==> src/sv/rodf_pkg.sv <==
`timescale 1ns / 1ps
// ----------------------------------------------------------------------------
// rodf_pkg
// Types, constants and the rank selection function of the distance filter.
// ----------------------------------------------------------------------------
package rodf_pkg;

    localparam int CFG_IDX_W  = 2;
    localparam int CFG_DATA_W = 8;
    localparam int VALUE_W    = 12;
    localparam int RAW_W      = 16;
    localparam int MISS_W     = 8;
    localparam int RANK_W     = 7;

    localparam logic [CFG_IDX_W-1:0] CFG_FILTER_MODE   = 2'd0;
    localparam logic [CFG_IDX_W-1:0] CFG_WINDOW_LENGTH = 2'd1;
    localparam logic [CFG_IDX_W-1:0] CFG_MISS_LIMIT    = 2'd2;

    localparam logic [1:0] MODE_MIN    = 2'd0;
    localparam logic [1:0] MODE_MEDIAN = 2'd1;
    localparam logic [1:0] MODE_P10    = 2'd2;

    localparam logic [RAW_W-1:0]  MAX_GOOD_MM    = 16'd4000;
    localparam logic [1:0]        RESET_MODE     = MODE_MIN;
    localparam logic [4:0]        RESET_LENGTH   = 5'd16;
    localparam logic [MISS_W-1:0] RESET_LIMIT    = 8'd3;
    localparam logic [MISS_W-1:0] MISS_SATURATED = 8'd255;

    typedef enum logic [2:0] {
        ST_IDLE,
        ST_EVICT,
        ST_INSERT,
        ST_PICK,
        ST_OUT
    } rodf_state_t;

    // Command broadcast to every cell of the sorted chain.
    typedef struct packed {
        logic evict;
        logic insert;
    } rodf_op_t;

    // Sorted position to report for a window holding n values (n >= 1).
    // ceil(n/10) is (n + 9) / 10, done as a multiply by 205 and a shift by 11,
    // exact for the small counts that occur here.
    function automatic logic [RANK_W-1:0] pick_index(input logic [1:0] mode,
                                                     input logic [RANK_W-1:0] n);
        logic [17:0]       prod;
        logic [RANK_W-1:0] tenth;
        logic [RANK_W-1:0] pick;
        prod  = (18'(n) + 18'd9) * 18'd205;
        tenth = RANK_W'(prod >> 11);
        case (mode)
            MODE_MEDIAN: pick = n >> 1;
            MODE_P10:    pick = (tenth >= n) ? (n - RANK_W'(1)) : tenth;
            default:     pick = '0;
        endcase
        return pick;
    endfunction

endpackage

==> src/sv/rank_order_distance_filter.sv <==
`timescale 1ns / 1ps
// ----------------------------------------------------------------------------
// rank_order_distance_filter
// Sliding-window order-statistic filter for one range-sensor channel.
// ----------------------------------------------------------------------------
// Each input transfer carries one reading and produces exactly one output
// transfer showing the filter state after it. A reading that does not enter
// the window (absent, faulty, zero or above 4000 mm) goes from its transfer
// straight to the output state; a good reading first passes the cell chain,
// which drops the oldest value once the window is full, shifts the new value
// into sorted place and then reads the selected rank. The block takes one
// reading at a time and accepts the next as soon as the previous result is in
// the output register, even if that result has not been taken yet. The window
// is held as a row of identical cells sorted in ascending order, each tagged
// with the ring slot its value came from, so the minimum, median or tenth
// percentile is a plain read of one cell. A write to a defined configuration
// register empties the window but keeps the filtered output, the raw distance
// and the miss counter; writes are expected only while no reading is in
// flight.
// ----------------------------------------------------------------------------
module rank_order_distance_filter #(
    parameter  int WINDOW_DEPTH = 16,
    localparam int CNT_W        = $clog2(WINDOW_DEPTH + 1),
    localparam int OUT_W        = ((rodf_pkg::VALUE_W + rodf_pkg::RAW_W + CNT_W + 7) / 8) * 8
) (
    input  logic                              clk,
    input  logic                              rst_n,
    // Configuration write channel.
    input  logic                              cfg_valid,
    output logic                              cfg_ready,
    input  logic [rodf_pkg::CFG_IDX_W-1:0]    cfg_index,
    input  logic [rodf_pkg::CFG_DATA_W-1:0]   cfg_data,
    // Reading stream.
    input  logic                              s_tvalid,
    output logic                              s_tready,
    input  logic [rodf_pkg::RAW_W-1:0]        s_tdata,   // [15:0] distance
    input  logic [1:0]                        s_tuser,   // [0] has_reading, [1] sensor_ok
    // Result stream.
    output logic                              m_tvalid,
    input  logic                              m_tready,
    // [11:0] filtered_distance, [27:12] raw_distance,
    // [27+CNT_W:28] valid_count, zero fill above
    output logic [OUT_W-1:0]                  m_tdata,
    output logic                              m_tuser    // [0] reading_accepted
);
    import rodf_pkg::*;

    localparam int TAG_W = (WINDOW_DEPTH > 1) ? $clog2(WINDOW_DEPTH) : 1;

    rodf_state_t         state_reg;
    rodf_state_t         state_next;

    logic [1:0]          mode_reg;
    logic [4:0]          wlen_reg;
    logic [MISS_W-1:0]   limit_reg;

    logic [CNT_W-1:0]    fill_reg;
    logic [TAG_W-1:0]    wr_reg;
    logic [MISS_W-1:0]   miss_reg;
    logic [VALUE_W-1:0]  filt_reg;
    logic [RAW_W-1:0]    raw_reg;
    logic [VALUE_W-1:0]  x_reg;
    logic                acc_reg;

    logic                m_valid_reg;
    logic [OUT_W-1:0]    m_data_reg;
    logic                m_user_reg;

    logic                in_fire;
    logic                has_reading;
    logic                sensor_ok;
    logic                good;
    logic                bad;
    logic [CNT_W-1:0]    len_eff;
    logic                full;
    logic [MISS_W-1:0]   miss_inc;
    logic                out_free;
    logic                out_load;
    logic                cfg_hit;
    logic [TAG_W-1:0]    wr_inc;
    logic [RANK_W-1:0]   rank;
    logic [VALUE_W-1:0]  pick_value;
    rodf_op_t            chain_op;

    assign has_reading = s_tuser[0];
    assign sensor_ok   = s_tuser[1];
    assign good        = has_reading && sensor_ok && (s_tdata != '0)
                         && (s_tdata <= MAX_GOOD_MM);
    assign bad         = has_reading && !good;

    // Window length as used: zero acts as one, anything past the chain as full depth.
    always_comb
    begin
        if (wlen_reg == '0)
            len_eff = CNT_W'(1);
        else if (32'(wlen_reg) > 32'(WINDOW_DEPTH))
            len_eff = CNT_W'(WINDOW_DEPTH);
        else
            len_eff = CNT_W'(wlen_reg);
    end

    assign full     = (fill_reg == len_eff);
    assign miss_inc = (miss_reg == MISS_SATURATED) ? miss_reg : miss_reg + MISS_W'(1);
    assign out_free = !m_valid_reg || m_tready;
    assign wr_inc   = ((CNT_W'(wr_reg) + CNT_W'(1)) == len_eff) ? '0 : wr_reg + TAG_W'(1);
    assign rank     = pick_index(mode_reg, RANK_W'(fill_reg));

    always_comb
    begin
        cfg_hit = 1'b0;
        unique case (cfg_index)
            CFG_FILTER_MODE:   cfg_hit = 1'b1;
            CFG_WINDOW_LENGTH: cfg_hit = 1'b1;
            CFG_MISS_LIMIT:    cfg_hit = 1'b1;
            default:           cfg_hit = 1'b0;
        endcase
    end

    // Next-state logic.
    always_comb
    begin
        state_next = state_reg;
        unique case (state_reg)
            ST_IDLE:
                if (s_tvalid)
                begin
                    if (good)
                        state_next = full ? ST_EVICT : ST_INSERT;
                    else
                        state_next = ST_OUT;
                end
            ST_EVICT:  state_next = ST_INSERT;
            ST_INSERT: state_next = ST_PICK;
            ST_PICK:   state_next = ST_OUT;
            ST_OUT:
                if (out_free)
                    state_next = ST_IDLE;
            default:   state_next = ST_IDLE;
        endcase
    end

    // State-decoded controls.
    always_comb
    begin
        s_tready        = 1'b0;
        chain_op.evict  = 1'b0;
        chain_op.insert = 1'b0;
        out_load        = 1'b0;
        unique case (state_reg)
            ST_IDLE:   s_tready        = 1'b1;
            ST_EVICT:  chain_op.evict  = 1'b1;
            ST_INSERT: chain_op.insert = 1'b1;
            ST_PICK:   ;
            ST_OUT:    out_load        = out_free;
            default:   ;
        endcase
    end

    assign in_fire   = s_tvalid && s_tready;
    assign cfg_ready = 1'b1;

    always_ff @(posedge clk or negedge rst_n)
    begin
        if (!rst_n)
        begin
            state_reg   <= ST_IDLE;
            mode_reg    <= RESET_MODE;
            wlen_reg    <= RESET_LENGTH;
            limit_reg   <= RESET_LIMIT;
            fill_reg    <= '0;
            wr_reg      <= '0;
            miss_reg    <= '0;
            filt_reg    <= '0;
            raw_reg     <= '0;
            acc_reg     <= 1'b0;
            m_valid_reg <= 1'b0;
        end
        else
        begin
            state_reg <= state_next;

            if (in_fire)
            begin
                acc_reg <= good;
                if (has_reading)
                    raw_reg <= s_tdata;
                if (good)
                    miss_reg <= '0;
                else if (bad)
                begin
                    miss_reg <= miss_inc;
                    if (miss_inc >= limit_reg)
                    begin
                        filt_reg <= '0;
                        fill_reg <= '0;
                        wr_reg   <= '0;
                    end
                end
            end

            if (chain_op.evict)
                fill_reg <= fill_reg - CNT_W'(1);

            if (chain_op.insert)
            begin
                fill_reg <= fill_reg + CNT_W'(1);
                wr_reg   <= wr_inc;
            end

            if (state_reg == ST_PICK)
                filt_reg <= pick_value;

            if (out_load)
                m_valid_reg <= 1'b1;
            else if (m_tready)
                m_valid_reg <= 1'b0;

            // Any write to a defined register empties the window.
            if (cfg_valid && cfg_ready)
            begin
                unique case (cfg_index)
                    CFG_FILTER_MODE:   mode_reg  <= cfg_data[1:0];
                    CFG_WINDOW_LENGTH: wlen_reg  <= cfg_data[4:0];
                    CFG_MISS_LIMIT:    limit_reg <= cfg_data;
                    default:           ;
                endcase
                if (cfg_hit)
                begin
                    fill_reg <= '0;
                    wr_reg   <= '0;
                end
            end
        end
    end

    // Payload registers: the value taken with an accepted reading, and the result.
    always_ff @(posedge clk)
    begin
        if (in_fire)
            x_reg <= s_tdata[VALUE_W-1:0];
        if (out_load)
        begin
            m_data_reg <= OUT_W'({fill_reg, raw_reg, filt_reg});
            m_user_reg <= acc_reg;
        end
    end

    rodf_chain #(
        .DEPTH (WINDOW_DEPTH),
        .TAG_W (TAG_W),
        .CNT_W (CNT_W)
    ) u_chain (
        .clk        (clk),
        .op         (chain_op),
        .count      (fill_reg),
        .new_value  (x_reg),
        .slot       (wr_reg),
        .pick       (rank[TAG_W-1:0]),
        .pick_value (pick_value)
    );

    assign m_tvalid = m_valid_reg;
    assign m_tdata  = m_data_reg;
    assign m_tuser  = m_user_reg;

endmodule

==> src/sv/rodf_cell.sv <==
`timescale 1ns / 1ps
// ----------------------------------------------------------------------------
// rodf_cell
// One position of the sorted window chain: a value and the ring slot it came
// from, shifting left on eviction and right on insertion.
// ----------------------------------------------------------------------------
module rodf_cell #(
    parameter int TAG_W = 4
) (
    input  logic                               clk,
    input  rodf_pkg::rodf_op_t                 op,
    input  logic                               occupied,
    input  logic                               at_end,
    input  logic [rodf_pkg::VALUE_W-1:0]       new_value,
    input  logic [TAG_W-1:0]                   new_tag,
    input  logic [TAG_W-1:0]                   evict_tag,
    input  logic [rodf_pkg::VALUE_W-1:0]       left_value,
    input  logic [TAG_W-1:0]                   left_tag,
    input  logic                               left_gt,
    input  logic [rodf_pkg::VALUE_W-1:0]       right_value,
    input  logic [TAG_W-1:0]                   right_tag,
    input  logic                               ev_in,
    output logic [rodf_pkg::VALUE_W-1:0]       value,
    output logic [TAG_W-1:0]                   tag,
    output logic                               gt_out,
    output logic                               ev_out
);
    import rodf_pkg::*;

    logic [VALUE_W-1:0] value_reg;
    logic [TAG_W-1:0]   tag_reg;

    // The evicted cell and everything to its right pull in the right neighbor.
    assign ev_out = ev_in | (occupied & (tag_reg == evict_tag));
    assign gt_out = occupied & (value_reg > new_value);
    assign value  = value_reg;
    assign tag    = tag_reg;

    always_ff @(posedge clk)
    begin
        if (op.evict && ev_out)
        begin
            value_reg <= right_value;
            tag_reg   <= right_tag;
        end
        else if (op.insert)
        begin
            if (left_gt)
            begin
                value_reg <= left_value;
                tag_reg   <= left_tag;
            end
            else if (gt_out || at_end)
            begin
                value_reg <= new_value;
                tag_reg   <= new_tag;
            end
        end
    end

endmodule

==> src/sv/rodf_chain.sv <==
`timescale 1ns / 1ps
// ----------------------------------------------------------------------------
// rodf_chain
// Row of cells holding the window in ascending order, with a rank read port.
// ----------------------------------------------------------------------------
module rodf_chain #(
    parameter int DEPTH = 16,
    parameter int TAG_W = 4,
    parameter int CNT_W = 5
) (
    input  logic                          clk,
    input  rodf_pkg::rodf_op_t            op,
    input  logic [CNT_W-1:0]              count,
    input  logic [rodf_pkg::VALUE_W-1:0]  new_value,
    input  logic [TAG_W-1:0]              slot,
    input  logic [TAG_W-1:0]              pick,
    output logic [rodf_pkg::VALUE_W-1:0]  pick_value
);
    import rodf_pkg::*;

    logic [VALUE_W-1:0] cell_value [DEPTH];
    logic [TAG_W-1:0]   cell_tag   [DEPTH];
    logic               cell_gt    [DEPTH];
    logic               cell_ev    [DEPTH];

    for (genvar i = 0; i < DEPTH; i++)
    begin : g_cell
        logic [VALUE_W-1:0] lv;
        logic [TAG_W-1:0]   lt;
        logic               lg;
        logic               le;
        logic [VALUE_W-1:0] rv;
        logic [TAG_W-1:0]   rt;

        if (i == 0)
        begin : g_first
            assign lv = '0;
            assign lt = '0;
            assign lg = 1'b0;
            assign le = 1'b0;
        end
        else
        begin : g_inner_left
            assign lv = cell_value[i-1];
            assign lt = cell_tag[i-1];
            assign lg = cell_gt[i-1];
            assign le = cell_ev[i-1];
        end

        if (i == DEPTH - 1)
        begin : g_last
            assign rv = '0;
            assign rt = '0;
        end
        else
        begin : g_inner_right
            assign rv = cell_value[i+1];
            assign rt = cell_tag[i+1];
        end

        rodf_cell #(
            .TAG_W (TAG_W)
        ) u_cell (
            .clk         (clk),
            .op          (op),
            .occupied    (CNT_W'(i) < count),
            .at_end      (CNT_W'(i) == count),
            .new_value   (new_value),
            .new_tag     (slot),
            .evict_tag   (slot),
            .left_value  (lv),
            .left_tag    (lt),
            .left_gt     (lg),
            .right_value (rv),
            .right_tag   (rt),
            .ev_in       (le),
            .value       (cell_value[i]),
            .tag         (cell_tag[i]),
            .gt_out      (cell_gt[i]),
            .ev_out      (cell_ev[i])
        );
    end

    assign pick_value = cell_value[pick];

endmodule

==> config.mk <==
export PLATFORM = sky130hd
export DESIGN_NAME = rank_order_distance_filter
export DESIGN_NICKNAME = d
export VERILOG_FILES = /design/src/sv/rodf_pkg.sv /design/src/sv/rank_order_distance_filter.sv /design/src/sv/rodf_cell.sv /design/src/sv/rodf_chain.sv
export SDC_FILE = /design/constraint.sdc
export NUM_CORES = 1
export LEC_CHECK = 0
export BUFFER_PORTS_ARGS = -buffer_cell sky130_fd_sc_hd__buf_2
export CORE_MARGIN = 2
export CORE_UTILIZATION = 58
export DETAILED_ROUTE_END_ITERATION = 8
export MAX_ROUTING_LAYER = met4
export PLACE_DENSITY = 0.85
export SYNTH_ARGS = -nofsm -noshare
export SYNTH_HDL_FRONTEND = slang
export SYNTH_SLANG_ARGS = --single-unit
==> constraint.sdc <==
create_clock -name clk -period 6 [get_ports clk]
set_clock_uncertainty 0.1 [all_clocks]
set_input_delay 0.6 -clock clk [delete_from_list [all_inputs] [get_ports clk]]
set_output_delay 0.6 -clock clk [all_outputs]
set_load 0.05 [all_outputs]
==> out/metrics.csv, run 1 <==
stage,metric,value,unit
run_status,outcome,finished with violations,
run_status,failing checks,negative setup slack,
setup_path,R2R depth,22,
global_route,GRT Resource Usage Total,32.62,%
sta,Fin. Hold Viols,0,
place,DP HPWL,55.52,mm
route,drt total wl,75.11,mm
setup_path,Worst R2R Start,fill_reg[0]$_DFF_PN0_,
place,GP Congestion,0.9984,
sta,Least-Margin Pin Slew,1.213,ns
floorplan,Top Ports,77,
floorplan,Die H,214.9,um
finish,Post-Layout Inst Area,29050,um2
setup_path,Worst path slowest cell,fa_2,
sta,RSZ-0062 raised after global routing,yes,
finish,Final Net Count,2811,
sta,Final period util,101.3,%
setup_path,crit path max fanout,24,
place,pre-CTS WS,-0.3063,ns
setup_path,"reg-to-reg slack, setup",-0.08,ns
place,dpl cell area,27100,um2
sta,Final Critical Period,6.081,ns
clock_tree,CTS tree,yes,
finish,layout cells sized above 1,16.98,%
clock_tree,Max Root-Sink Buffers,3,
setup_path,startpoint type of the worst setup path,flop,
setup_path,crit path DAT,6.45,ns
route,1st-pass router iterations,5,
yosys,Syn Area/Cell,10.44,um2
yosys,"Top FF cell, synth",edfxtp_1,
yosys,cell area after synthesis,25800,um2
power,Pwr Density,471.8,nW/um2
place,port bufs,68,
setup_path,critical path depth,22,
finish,# diodes,0,
setup_path,CP required,6.37,ns
floorplan,Die X-Extent,214.9,um
power,VDD IR max,0.3750,mV
global_route,number of global-route vias before repair,20880,
sta,fmax,0.1645,GHz
yosys,Unique masters post-synth,90,
finish,"commonest non-fill, non-tap cell in the layout",mux2i_1,
finish,most frequent cells in the layout,"mux2i_1 (310), edfxtp_1 (286), ha_1 (224)",
yosys,Post-synth EDFFs,286,
route,DRC,0,
route,routed vias,20870,
floorplan,core area,44030,um2
yosys,Async SR Flop Fraction,17.71,%
setup_path,cells along the critical path,"ha_4, a21oi_4, xnor2_1, ha_1, fa_2, fa_2, ha_4, a211o_1, a211oi_2, o31ai_2, xnor2_2, ha_1, nand2b_4, a2111oi_4, nor2_1, buf_4, o31ai_4, buf_12, mux2i_1, a221oi_1, a31o_1, a221o_1",
yosys,Yosys warnings,0,
global_route,pin count of the biggest net entering global routing,66,
route,drt wl/cell,23.73,um
power,Leak Pwr,12.42,nW
clock_tree,# H-tree levels,2,
global_route,total gr overflow,0,
route,DR iter-0 viols,2297,
sta,fin. max-slew vios,0,
finish,Util after Layout,65.98,%
yosys,Cells after Synth,2470,
min_path,Hold Crit Class,in -> async,
setup_path,"slowest stage delay, CP",0.58,ns
finish,area of the multi-input gates,14730,um2
clock_tree,root buf cell,clkbuf_16,
yosys,register area share after synthesis,40.85,%
floorplan,initial core utilization,58.60,%
clock_tree,TritonCTS Buffers,41,
global_route,first-pass GRT wire length,115.5,mm
route,post-DR vias/cell,6.595,
setup_path,Crit Path Class,reg -> reg,
power,power consumption,13.71,mW
clock_tree,Worst-Skew Late Latency,0.58,ns
floorplan,die area,46180,um2
finish,number of flip-flops in the largest register,192,
sta,endpoints failing setup,12,
sta,setup ws final,-0.08074,ns
sta,slew margin rel.,19.13,%
setup_path,RR Endpoint,filt_reg[10]$_DFFE_PN0P_,
clock_tree,Clock Sinks,367,
floorplan,Rows,77,
finish,"Area growth, synth to finish",12.60,%
yosys,Synth Register Bits,367,
clock_tree,"CTS clk-pin slew, worst paths",0.06,ns
sta,hold_ws,0.04037,ns
clock_tree,Hold Buf Count CTS,0,
finish,Seq. cell area,10540,um2
setup_path,top cell family by delay on the critical path,compound AO/OA/AOI/OAI gates,
flow_run,MaxCap Viol Count,0,
route,antenna-violating nets left,0,
finish,Fillers,3237,
setup_path,CP endpoint kind,flop,
setup_path,CP Buf/Inv Count,2,
global_route,initial antenna violation count,0,
cells by family after synthesis:
logic type / synth area share [%]
XOR/XNOR: 2.978
flip-flops: 40.85
AO/OA/AOI/OAI: 14.43
adder cells (fa/ha/maj): 11.72
buffers and inverters: 3.827
other: 0.02911
multiplexers: 15.69
AND/OR/NAND/NOR: 10.48
power by group:
part / switching, mW / total (mW) / internal (mW)
Sequential: 0.478 / 3.96 / 3.48
Combinational: 4.07 / 7.12 / 3.06
Clock: 1.10 / 2.62 / 1.52
Total: 5.65 / 13.7 / 8.06
stage by stage:
stage,setup TNS (ns),instances
after floorplan,0,2476
after global placement,-1.107,3068
after detailed placement,-3.338,3068
after CTS,0,3158
after global routing,-2.263,3165
final,-0.3867,3165
Yosys cell counts (all sizes together), types with 16 or more instances:
library cell,n,area [um2]
nor2b,18,112.6
nor3,36,185.2
nand3,29,145.1
clkbuf,106,397.9
dfxtp,16,320.3
edfxtp,286,8588
ha,232,2903
inv,61,229.0
mux2i,320,3203
nor2,156,593.1
dfrtp,62,1551
nand2,197,742.0
buf,65,356.6
nand2b,26,162.7
o21ai,180,915.9
a21oi,149,745.7
a211oi,21,207.7
a21o,78,585.6
xnor2,52,463.0
mux2,75,844.6
nand4,54,337.8
xor2,34,305.3
worst reg2reg max path: cells and delay by family, from the launching register on:
kind / cells / cell delay [ns]
xor gates and xnor gates: 2 / 0.38
adders and majority gates: 6 / 1.95
DFF: 1 / 0.45
and+or+nand+nor: 2 / 0.31
AOI/OAI and AO/OA: 9 / 2.12
buffers and inverters: 2 / 0.39
muxes: 1 / 0.26
how the worst max path moves through the flow:
stage / start / endpoint / slack, ns
after floorplan: fill_reg[0]$_DFF_PN0_ / filt_reg[11]$_DFFE_PN0P_ / 0.02
after global placement: fill_reg[0]$_DFF_PN0_ / filt_reg[9]$_DFFE_PN0P_ / -0.10
after detailed placement: fill_reg[0]$_DFF_PN0_ / filt_reg[2]$_DFFE_PN0P_ / -0.31
after CTS: fill_reg[0]$_DFF_PN0_ / filt_reg[6]$_DFFE_PN0P_ / 0.01
final: fill_reg[0]$_DFF_PN0_ / filt_reg[10]$_DFFE_PN0P_ / -0.08
after global routing: fill_reg[1]$_DFF_PN0_ / filt_reg[6]$_DFFE_PN0P_ / -0.24
area by class of cell:
cell class,instances,area share (%)
Multi-Input combinational cell,1876,50.71
Clock inverter,20,0.6547
Sequential cell,367,36.29
Tap cell,592,2.550
Clock buffer,56,4.088
Timing Repair Buffer,192,4.902
Inverter,62,0.8098
timing repair:
action | in CTS | in global routing
gates resized for setup | 28 | 39
pin swaps | 14 | 29
gates cloned | 2 | 2
setup endpoints to repair | 12 | 12
setup buffers | 12 | 10
per-layer routing:
metal | part of all wire [%] | vias up | GRT usage (%)
met5 | 0 | - | -
met4 | 4.0 | 0 | 13.26
met3 | 9.6 | 218 | 4.572
met2 | 48 | 1125 | 53.88
met1 | 38 | 10170 | 40.44
li1 | - | 9358 | -
Power figures use the tool's default switching activity.
==> inputs of run 2 (changes only) <==
--- a/config.mk
+++ b/config.mk
@@ -6,11 +6,13 @@
 export NUM_CORES = 1
 export LEC_CHECK = 0
 export BUFFER_PORTS_ARGS = -buffer_cell sky130_fd_sc_hd__buf_2
+export CELL_PAD_IN_SITES_DETAIL_PLACEMENT = 0
+export CELL_PAD_IN_SITES_GLOBAL_PLACEMENT = 1
 export CORE_MARGIN = 2
-export CORE_UTILIZATION = 58
+export CORE_UTILIZATION = 46
 export DETAILED_ROUTE_END_ITERATION = 8
 export MAX_ROUTING_LAYER = met4
-export PLACE_DENSITY = 0.85
+export PLACE_DENSITY = 0.84
 export SYNTH_ARGS = -nofsm -noshare
 export SYNTH_HDL_FRONTEND = slang
 export SYNTH_SLANG_ARGS = --single-unit
==> out/metrics.csv, run 2 (synthesized netlist as in run 1, its figures left out) <==
stage,metric,value,unit,change
setup_path,R2R depth,25,,+14%
min_path,WHS Endpoint,x_reg[3]$_DFFE_PP_,,
run_status,outcome,finished with violations,,
finish,Final Net Count,2818,,+0.25%
global_route,total gr overflow,0,,unchanged
sta,fin. max-slew vios,0,,unchanged
route,antenna-violating nets left,0,,unchanged
floorplan,Die X-Extent,240.8,um,+12%
finish,"commonest non-fill, non-tap cell in the layout",mux2i_1,,
finish,# diodes,0,,unchanged
sta,Final period util,100.4,%,-0.91 points
floorplan,core area,55310,um2,+26%
setup_path,startpoint type of the worst setup path,flop,,
floorplan,die area,57990,um2,+26%
sta,Least-Margin Pin Slew,1.174,ns,-0.03878 ns
power,VDD IR max,0.3756,mV,+0.19%
min_path,HP Start,s_tdata[3],,
floorplan,Rows,86,,+12%
power,switching part of the total power,41.36,%,+0.17 points
route,1st-pass router iterations,7,,+2
floorplan,Top Ports,77,,unchanged
setup_path,crit path DAT,6.40,ns,-0.05 ns
sta,fmax,0.1659,GHz,+0.90%
route,post-DR vias/cell,6.071,,-7.9%
power,Int Pwr,7.873,mW,-2.3%
route,DR iter-0 viols,2036,,-11%
clock_tree,TritonCTS Buffers,42,,+2.4%
power,Leak Pwr,12.46,nW,+0.38%
setup_path,crit path max fanout,8,,-67%
sta,Setup Total Neg Slack,-0.02642,ns,+0.3602 ns
clock_tree,Worst-Skew Late Latency,0.59,ns,about the same
setup_path,Crit Path Class,reg -> reg,,
min_path,Hold Crit Class,in -> reg,,
finish,Fillers,4909,,+52%
setup_path,CP required,6.37,ns,about the same
finish,area of the multi-input gates,14610,um2,-0.80%
sta,endpoints failing setup,1,,-11
power,sw power,5.553,mW,-1.6%
finish,Seq. cell area,10540,um2,about the same
min_path,hold depth,1,,
finish,"Area growth, synth to finish",12.90,%,
clock_tree,# H-tree levels,2,,unchanged
clock_tree,Clock Sinks,367,,unchanged
route,drt total wl,76.72,mm,+2.1%
finish,layout cells sized above 1,16.45,%,-0.54 points
sta,slew margin rel.,21.72,%,+2.6 points
clock_tree,root buf cell,clkbuf_16,,
power,Seq pwr share,29.4,%,+0.5 points
global_route,GRT Resource Usage Total,27.29,%,-5.3 points
global_route,pin count of the biggest net entering global routing,51,,-23%
clock_tree,CTS tree,yes,,
flow_run,MaxCap Viol Count,0,,unchanged
floorplan,Die H,240.8,um,+12%
route,DRC,0,,unchanged
finish,number of flip-flops in the largest register,192,,unchanged
sta,Fin. Hold Viols,0,,unchanged
global_route,initial antenna violation count,0,,unchanged
power,Gate power share,51.1,%,-0.9 points
clock_tree,"CTS clk-pin slew, worst paths",0.06,ns,about the same
setup_path,Worst R2R Start,fill_reg[1]$_DFF_PN0_,,
place,GP Congestion,0.9412,,-5.7%
place,port bufs,68,,unchanged
floorplan,initial core utilization,46.65,%,-12 points
sta,RSZ-0062 raised after global routing,yes,,
global_route,first-pass GRT wire length,118.5,mm,+2.7%
setup_path,"reg-to-reg slack, setup",-0.03,ns,+0.05 ns
clock_tree,Max Root-Sink Buffers,3,,unchanged
power,Pwr Density,460.9,nW/um2,-2.3%
finish,most frequent cells in the layout,"mux2i_1 (317), edfxtp_1 (286), ha_1 (228)",,
place,pre-CTS WS,-0.3176,ns,-0.01136 ns
route,routed vias,20190,,-3.3%
power,power consumption,13.43,mW,-2.0%
setup_path,RR Endpoint,filt_reg[7]$_DFFE_PN0P_,,
setup_path,CP endpoint kind,flop,,
global_route,number of global-route vias before repair,20230,,-3.1%
power,Clk pwr share,19.5,%,+0.4 points
route,drt wl/cell,23.07,um,-2.8%
place,DP HPWL,58.37,mm,+5.1%
run_status,failing checks,negative setup slack,,
sta,Final Critical Period,6.026,ns,-0.05432 ns
sta,setup ws final,-0.02642,ns,+0.05432 ns
[run 2: changes by cell type in the layout (fill, tap and decap cells not counted), sizes merged]
cell,delta
inv,-1
buf,+5
clkinv,+5
dlygate4sd3,+1
clkbuf,-3
clkinvlp,-2
[run 2: what timing repair did]
| action | 4_1_cts | 5_1_grt |
|---|---|---|
| hold buffers | 1 | 0 |
| gates resized for setup | 15 | 21 |
| setup buffers | 3 | 6 |
| endpoints found under the hold margin | 15 | 0 |
| setup endpoints to repair | 12 | 12 |
| cloned | 1 | 1 |
| pin swaps | 13 | 18 |
[run 2: how the worst max path moves through the flow]
stage	start	end	slack, ns	cells after the start
after floorplan	fill_reg[0]$_DFF_PN0_	filt_reg[11]$_DFFE_PN0P_	0.02	23
after global placement	fill_reg[0]$_DFF_PN0_	filt_reg[4]$_DFFE_PN0P_	-0.20	21
after detailed placement	fill_reg[0]$_DFF_PN0_	filt_reg[2]$_DFFE_PN0P_	-0.32	19
after CTS	fill_reg[0]$_DFF_PN0_	filt_reg[6]$_DFFE_PN0P_	0.02	25
after global routing	fill_reg[0]$_DFF_PN0_	filt_reg[6]$_DFFE_PN0P_	-0.22	25
final	fill_reg[1]$_DFF_PN0_	filt_reg[7]$_DFFE_PN0P_	-0.03	25
[run 2: worst max-delay path: stages, from the launching register on]
cell and delay (ns):
dfrtp_2 0.45, ha_4 0.19, a21oi_4 0.20, xnor2_2 0.15
ha_4 0.24, fa_2 0.39, fa_1 0.57, ha_4 0.23
buf_4 0.14, and3_1 0.13, o21ai_1 0.12, o211a_2 0.25
nor2_2 0.06, xor2_1 0.15, ha_1 0.33, a21o_1 0.19
a31o_4 0.23, a32oi_2 0.24, o32ai_4 0.15, nor2_4 0.16
buf_12 0.13, buf_4 0.21, mux2i_1 0.24, mux2i_1 0.12
o211a_1 0.27, a221o_1 0.27
[run 2: power by group through the flow]
stage                     Clock (mW)  Sequential [mW]  Combinational (mW)
after floorplan                    0             4.06                4.28
after global placement             0             3.95                6.18
after detailed placement           0             3.97                6.42
after CTS                       2.65             3.92                6.64
after global routing            2.74             3.99                7.44
final                           2.61             3.95                6.86
[run 2: cell type report]
class                   instances  share of cell area [%]
multi-input cells            1876                   50.17
flip-flops and latches        367                   36.20
repair buffers                198                   4.992
clock buffers                  53                   3.926
well taps                     748                   3.213
inverters                      62                  0.8033
clock inverters                22                  0.7002
[run 2: layer usage]
metal	routed length [um]	vias to the layer above	GRT usage, %
li1	-	9370	-
met1	32670	9957	34.93
met2	37020	710	44.93
met3	4593	154	3.351
met4	2428	0	9.241
met5	0	-	-
[run 2: per-stage QoR]
step	utilization (%)	std cells	hold slack, ns	area, um2
6_report	52.66	3326	0.1229	29130
5_1_grt	52.66	3326	0.1131	29130
4_1_cts	52.35	3320	0.09563	28950
3_5_place_dp	49.62	3240	0.3328	27450
3_3_place_gp	49.62	3240	0.3249	27450
2_1_floorplan	-	2476	0.2044	25890
==> inputs of run 3 (changes only) <==
--- a/config.mk
+++ b/config.mk
@@ -13,6 +13,8 @@
 export DETAILED_ROUTE_END_ITERATION = 8
 export MAX_ROUTING_LAYER = met4
 export PLACE_DENSITY = 0.84
+export RECOVER_POWER = 50
+export SETUP_SLACK_MARGIN = 0.1
 export SYNTH_ARGS = -nofsm -noshare
 export SYNTH_HDL_FRONTEND = slang
 export SYNTH_SLANG_ARGS = --single-unit
==> out/metrics.csv, run 3 (synthesized netlist as in run 1, its figures left out) <==
stage,metric,value,unit,change
run_status,outcome,finished with violations,,
run_status,failing checks,negative setup slack,,
floorplan,core area,55310,um2,unchanged
setup_path,CP required,6.36,ns,about the same
sta,fin. max-slew vios,0,,unchanged
finish,number of flip-flops in the largest register,192,,unchanged
route,DR iter-0 viols,1857,,-8.8%
floorplan,Die X-Extent,240.8,um,unchanged
place,pre-CTS WS,-0.2498,ns,+0.06782 ns
route,drt wl/cell,22.86,um,-0.92%
clock_tree,"CTS clk-pin slew, worst paths",0.06,ns,about the same
sta,Final period util,100.9,%,+0.44 points
sta,endpoints failing setup,3,,+2
finish,# diodes,0,,unchanged
setup_path,crit path max fanout,6,,-2
clock_tree,root buf cell,clkbuf_16,,
route,post-DR vias/cell,6.020,,-0.83%
sta,fmax,0.1652,GHz,-0.43%
clock_tree,Worst-Skew Late Latency,0.58,ns,about the same
setup_path,startpoint type of the worst setup path,flop,,
flow_run,MaxCap Viol Count,0,,unchanged
global_route,total gr overflow,0,,unchanged
power,Pwr Density,458.9,nW/um2,-0.44%
setup_path,CP endpoint kind,flop,,
finish,most frequent cells in the layout,"mux2i_1 (315), edfxtp_1 (286), ha_1 (230)",,
power,Leak Pwr,12.40,nW,-0.51%
place,GP Congestion,0.9238,,-1.8%
place,DP HPWL,57.19,mm,-2.0%
route,drt total wl,76.04,mm,-0.89%
floorplan,initial core utilization,46.65,%,unchanged
global_route,first-pass GRT wire length,116.0,mm,-2.1%
power,VDD IR max,0.3372,mV,-10%
clock_tree,Max Root-Sink Buffers,3,,unchanged
finish,"Area growth, synth to finish",12.72,%,
route,1st-pass router iterations,6,,-1
sta,setup ws final,-0.05262,ns,-0.02620 ns
sta,Fin. Hold Viols,0,,unchanged
floorplan,die area,57990,um2,unchanged
clock_tree,CTS tree,yes,,
place,dpl cell area,27300,um2,-0.52%
clock_tree,# H-tree levels,2,,unchanged
clock_tree,TritonCTS Buffers,42,,unchanged
floorplan,Rows,86,,unchanged
clock_tree,Clock Sinks,367,,unchanged
sta,slew margin rel.,13.66,%,-8.1 points
global_route,number of global-route vias before repair,19730,,-2.4%
route,antenna-violating nets left,0,,unchanged
setup_path,crit path DAT,6.41,ns,about the same
finish,Post-Layout Inst Area,29080,um2,-0.16%
min_path,Hold Crit Class,in -> reg,,
finish,layout cells sized above 1,15.94,%,-0.51 points
sta,Final Critical Period,6.053,ns,+0.02620 ns
sta,Least-Margin Pin Slew,1.295,ns,+0.1208 ns
floorplan,Top Ports,77,,unchanged
global_route,GRT Resource Usage Total,26.75,%,-0.54 points
floorplan,Die H,240.8,um,unchanged
finish,"Cell Count, Final, Fillers Out",3327,,+0.030%
place,port bufs,68,,unchanged
finish,Final Net Count,2820,,+0.071%
sta,RSZ-0062 raised after global routing,yes,,
global_route,initial antenna violation count,0,,unchanged
global_route,pin count of the biggest net entering global routing,51,,unchanged
place,dpl cells,3226,,-0.43%
finish,"commonest non-fill, non-tap cell in the layout",mux2i_1,,
route,routed vias,20030,,-0.80%
finish,Fillers,4916,,+0.14%
setup_path,Crit Path Class,reg -> reg,,
route,DRC,0,,unchanged
run 3: cell count changes in the layout (fill, tap and decap cells not counted), moves of 3 or more:
| cell | before | now |
|---|---|---|
| buf_12 | 7 | 3 |
| buf_2 | 67 | 54 |
| clkbuf_1 | 7 | 22 |
| clkbuf_8 | 3 | 0 |
| clkinv_4 | 1 | 4 |
run 3: final cells by class:
type                    instances  area (um2)  area share (%)
well taps                     748       935.9           3.218
repair buffers                200        1469           5.051
multi-input cells            1876       14600           50.22
clock buffers                  51        1106           3.804
flip-flops and latches        367       10540           36.25
clock inverters                23       187.7          0.6454
inverters                      62       235.2          0.8089
run 3: per-layer routing:
layer	routed length, um	vias up	global-route usage [%]
met5	0	-	-
met4	2239	0	8.156
met3	4670	135	3.225
met2	36340	665	44.10
met1	32790	9855	34.58
li1	-	9375	-
run 3: worst paths after layout:
path / to / cells after the start / slack (ns) / startpoint
max in group asynchronous: fill_reg[1]$_DFF_PN0_ / 3 / 3.66 / rst_n
hold reg to reg: m_tdata[17]$_DFFE_PP_ / 0 / 0.35 / raw_reg[5]$_DFFE_PN0P_
setup reg to reg: filt_reg[11]$_DFFE_PN0P_ / 23 / -0.05 / fill_reg[0]$_DFF_PN0_
min in group asynchronous: raw_reg[8]$_DFFE_PN0P_ / 2 / 0.72 / rst_n
hold / removal: x_reg[0]$_DFFE_PP_ / 1 / 0.15 / s_tdata[0]
setup / recovery: filt_reg[11]$_DFFE_PN0P_ / 23 / -0.05 / fill_reg[0]$_DFF_PN0_
run 3: power breakdown:
| part | total, mW | internal, mW | switching (mW) |
|---|---|---|---|
| logic | 6.88 | 2.93 | 3.95 |
| registers | 3.95 | 3.48 | 0.472 |
| clock network | 2.51 | 1.40 | 1.11 |
| total | 13.3 | 7.82 | 5.53 |
run 3: metrics by stage:
step                setup TNS [ns]  hold slack, ns  power [mW]  util (%)
finish                    -0.07749          0.1546       13.34     52.58
global route                -2.235          0.1625       14.08     52.58
CTS                              0         0.09990       13.09     52.20
detailed placement          -2.610          0.3306       10.22     49.36
global placement            -1.003          0.3249       9.990     49.36
floorplan                        0          0.2044       8.338         -
run 3: worst max-delay path: stages, from the launching register on:
cell	delay [ns]
dfrtp_2	0.45
ha_4	0.19
a21oi_4	0.17
xnor2_1	0.09
ha_1	0.34
fa_2	0.39
fa_1	0.59
ha_4	0.22
a211o_1	0.29
a211oi_2	0.18
o31ai_2	0.11
xnor2_2	0.24
ha_1	0.28
nand2b_4	0.17
a31o_4	0.25
a32oi_4	0.25
o32ai_4	0.14
nor2_4	0.28
buf_6	0.18
buf_12	0.14
mux2i_2	0.23
mux2i_1	0.11
o211a_1	0.25
a221o_1	0.29
run 3: timing repair:
action | in CTS | in global routing
hold endpoints to repair | 15 | 0
cloned | 3 | 2
setup endpoints to repair | 12 | 12
gates resized for setup | 19 | 21
hold buffers | 1 | 0
setup buffers | 11 | 10
pin swaps | 14 | 10
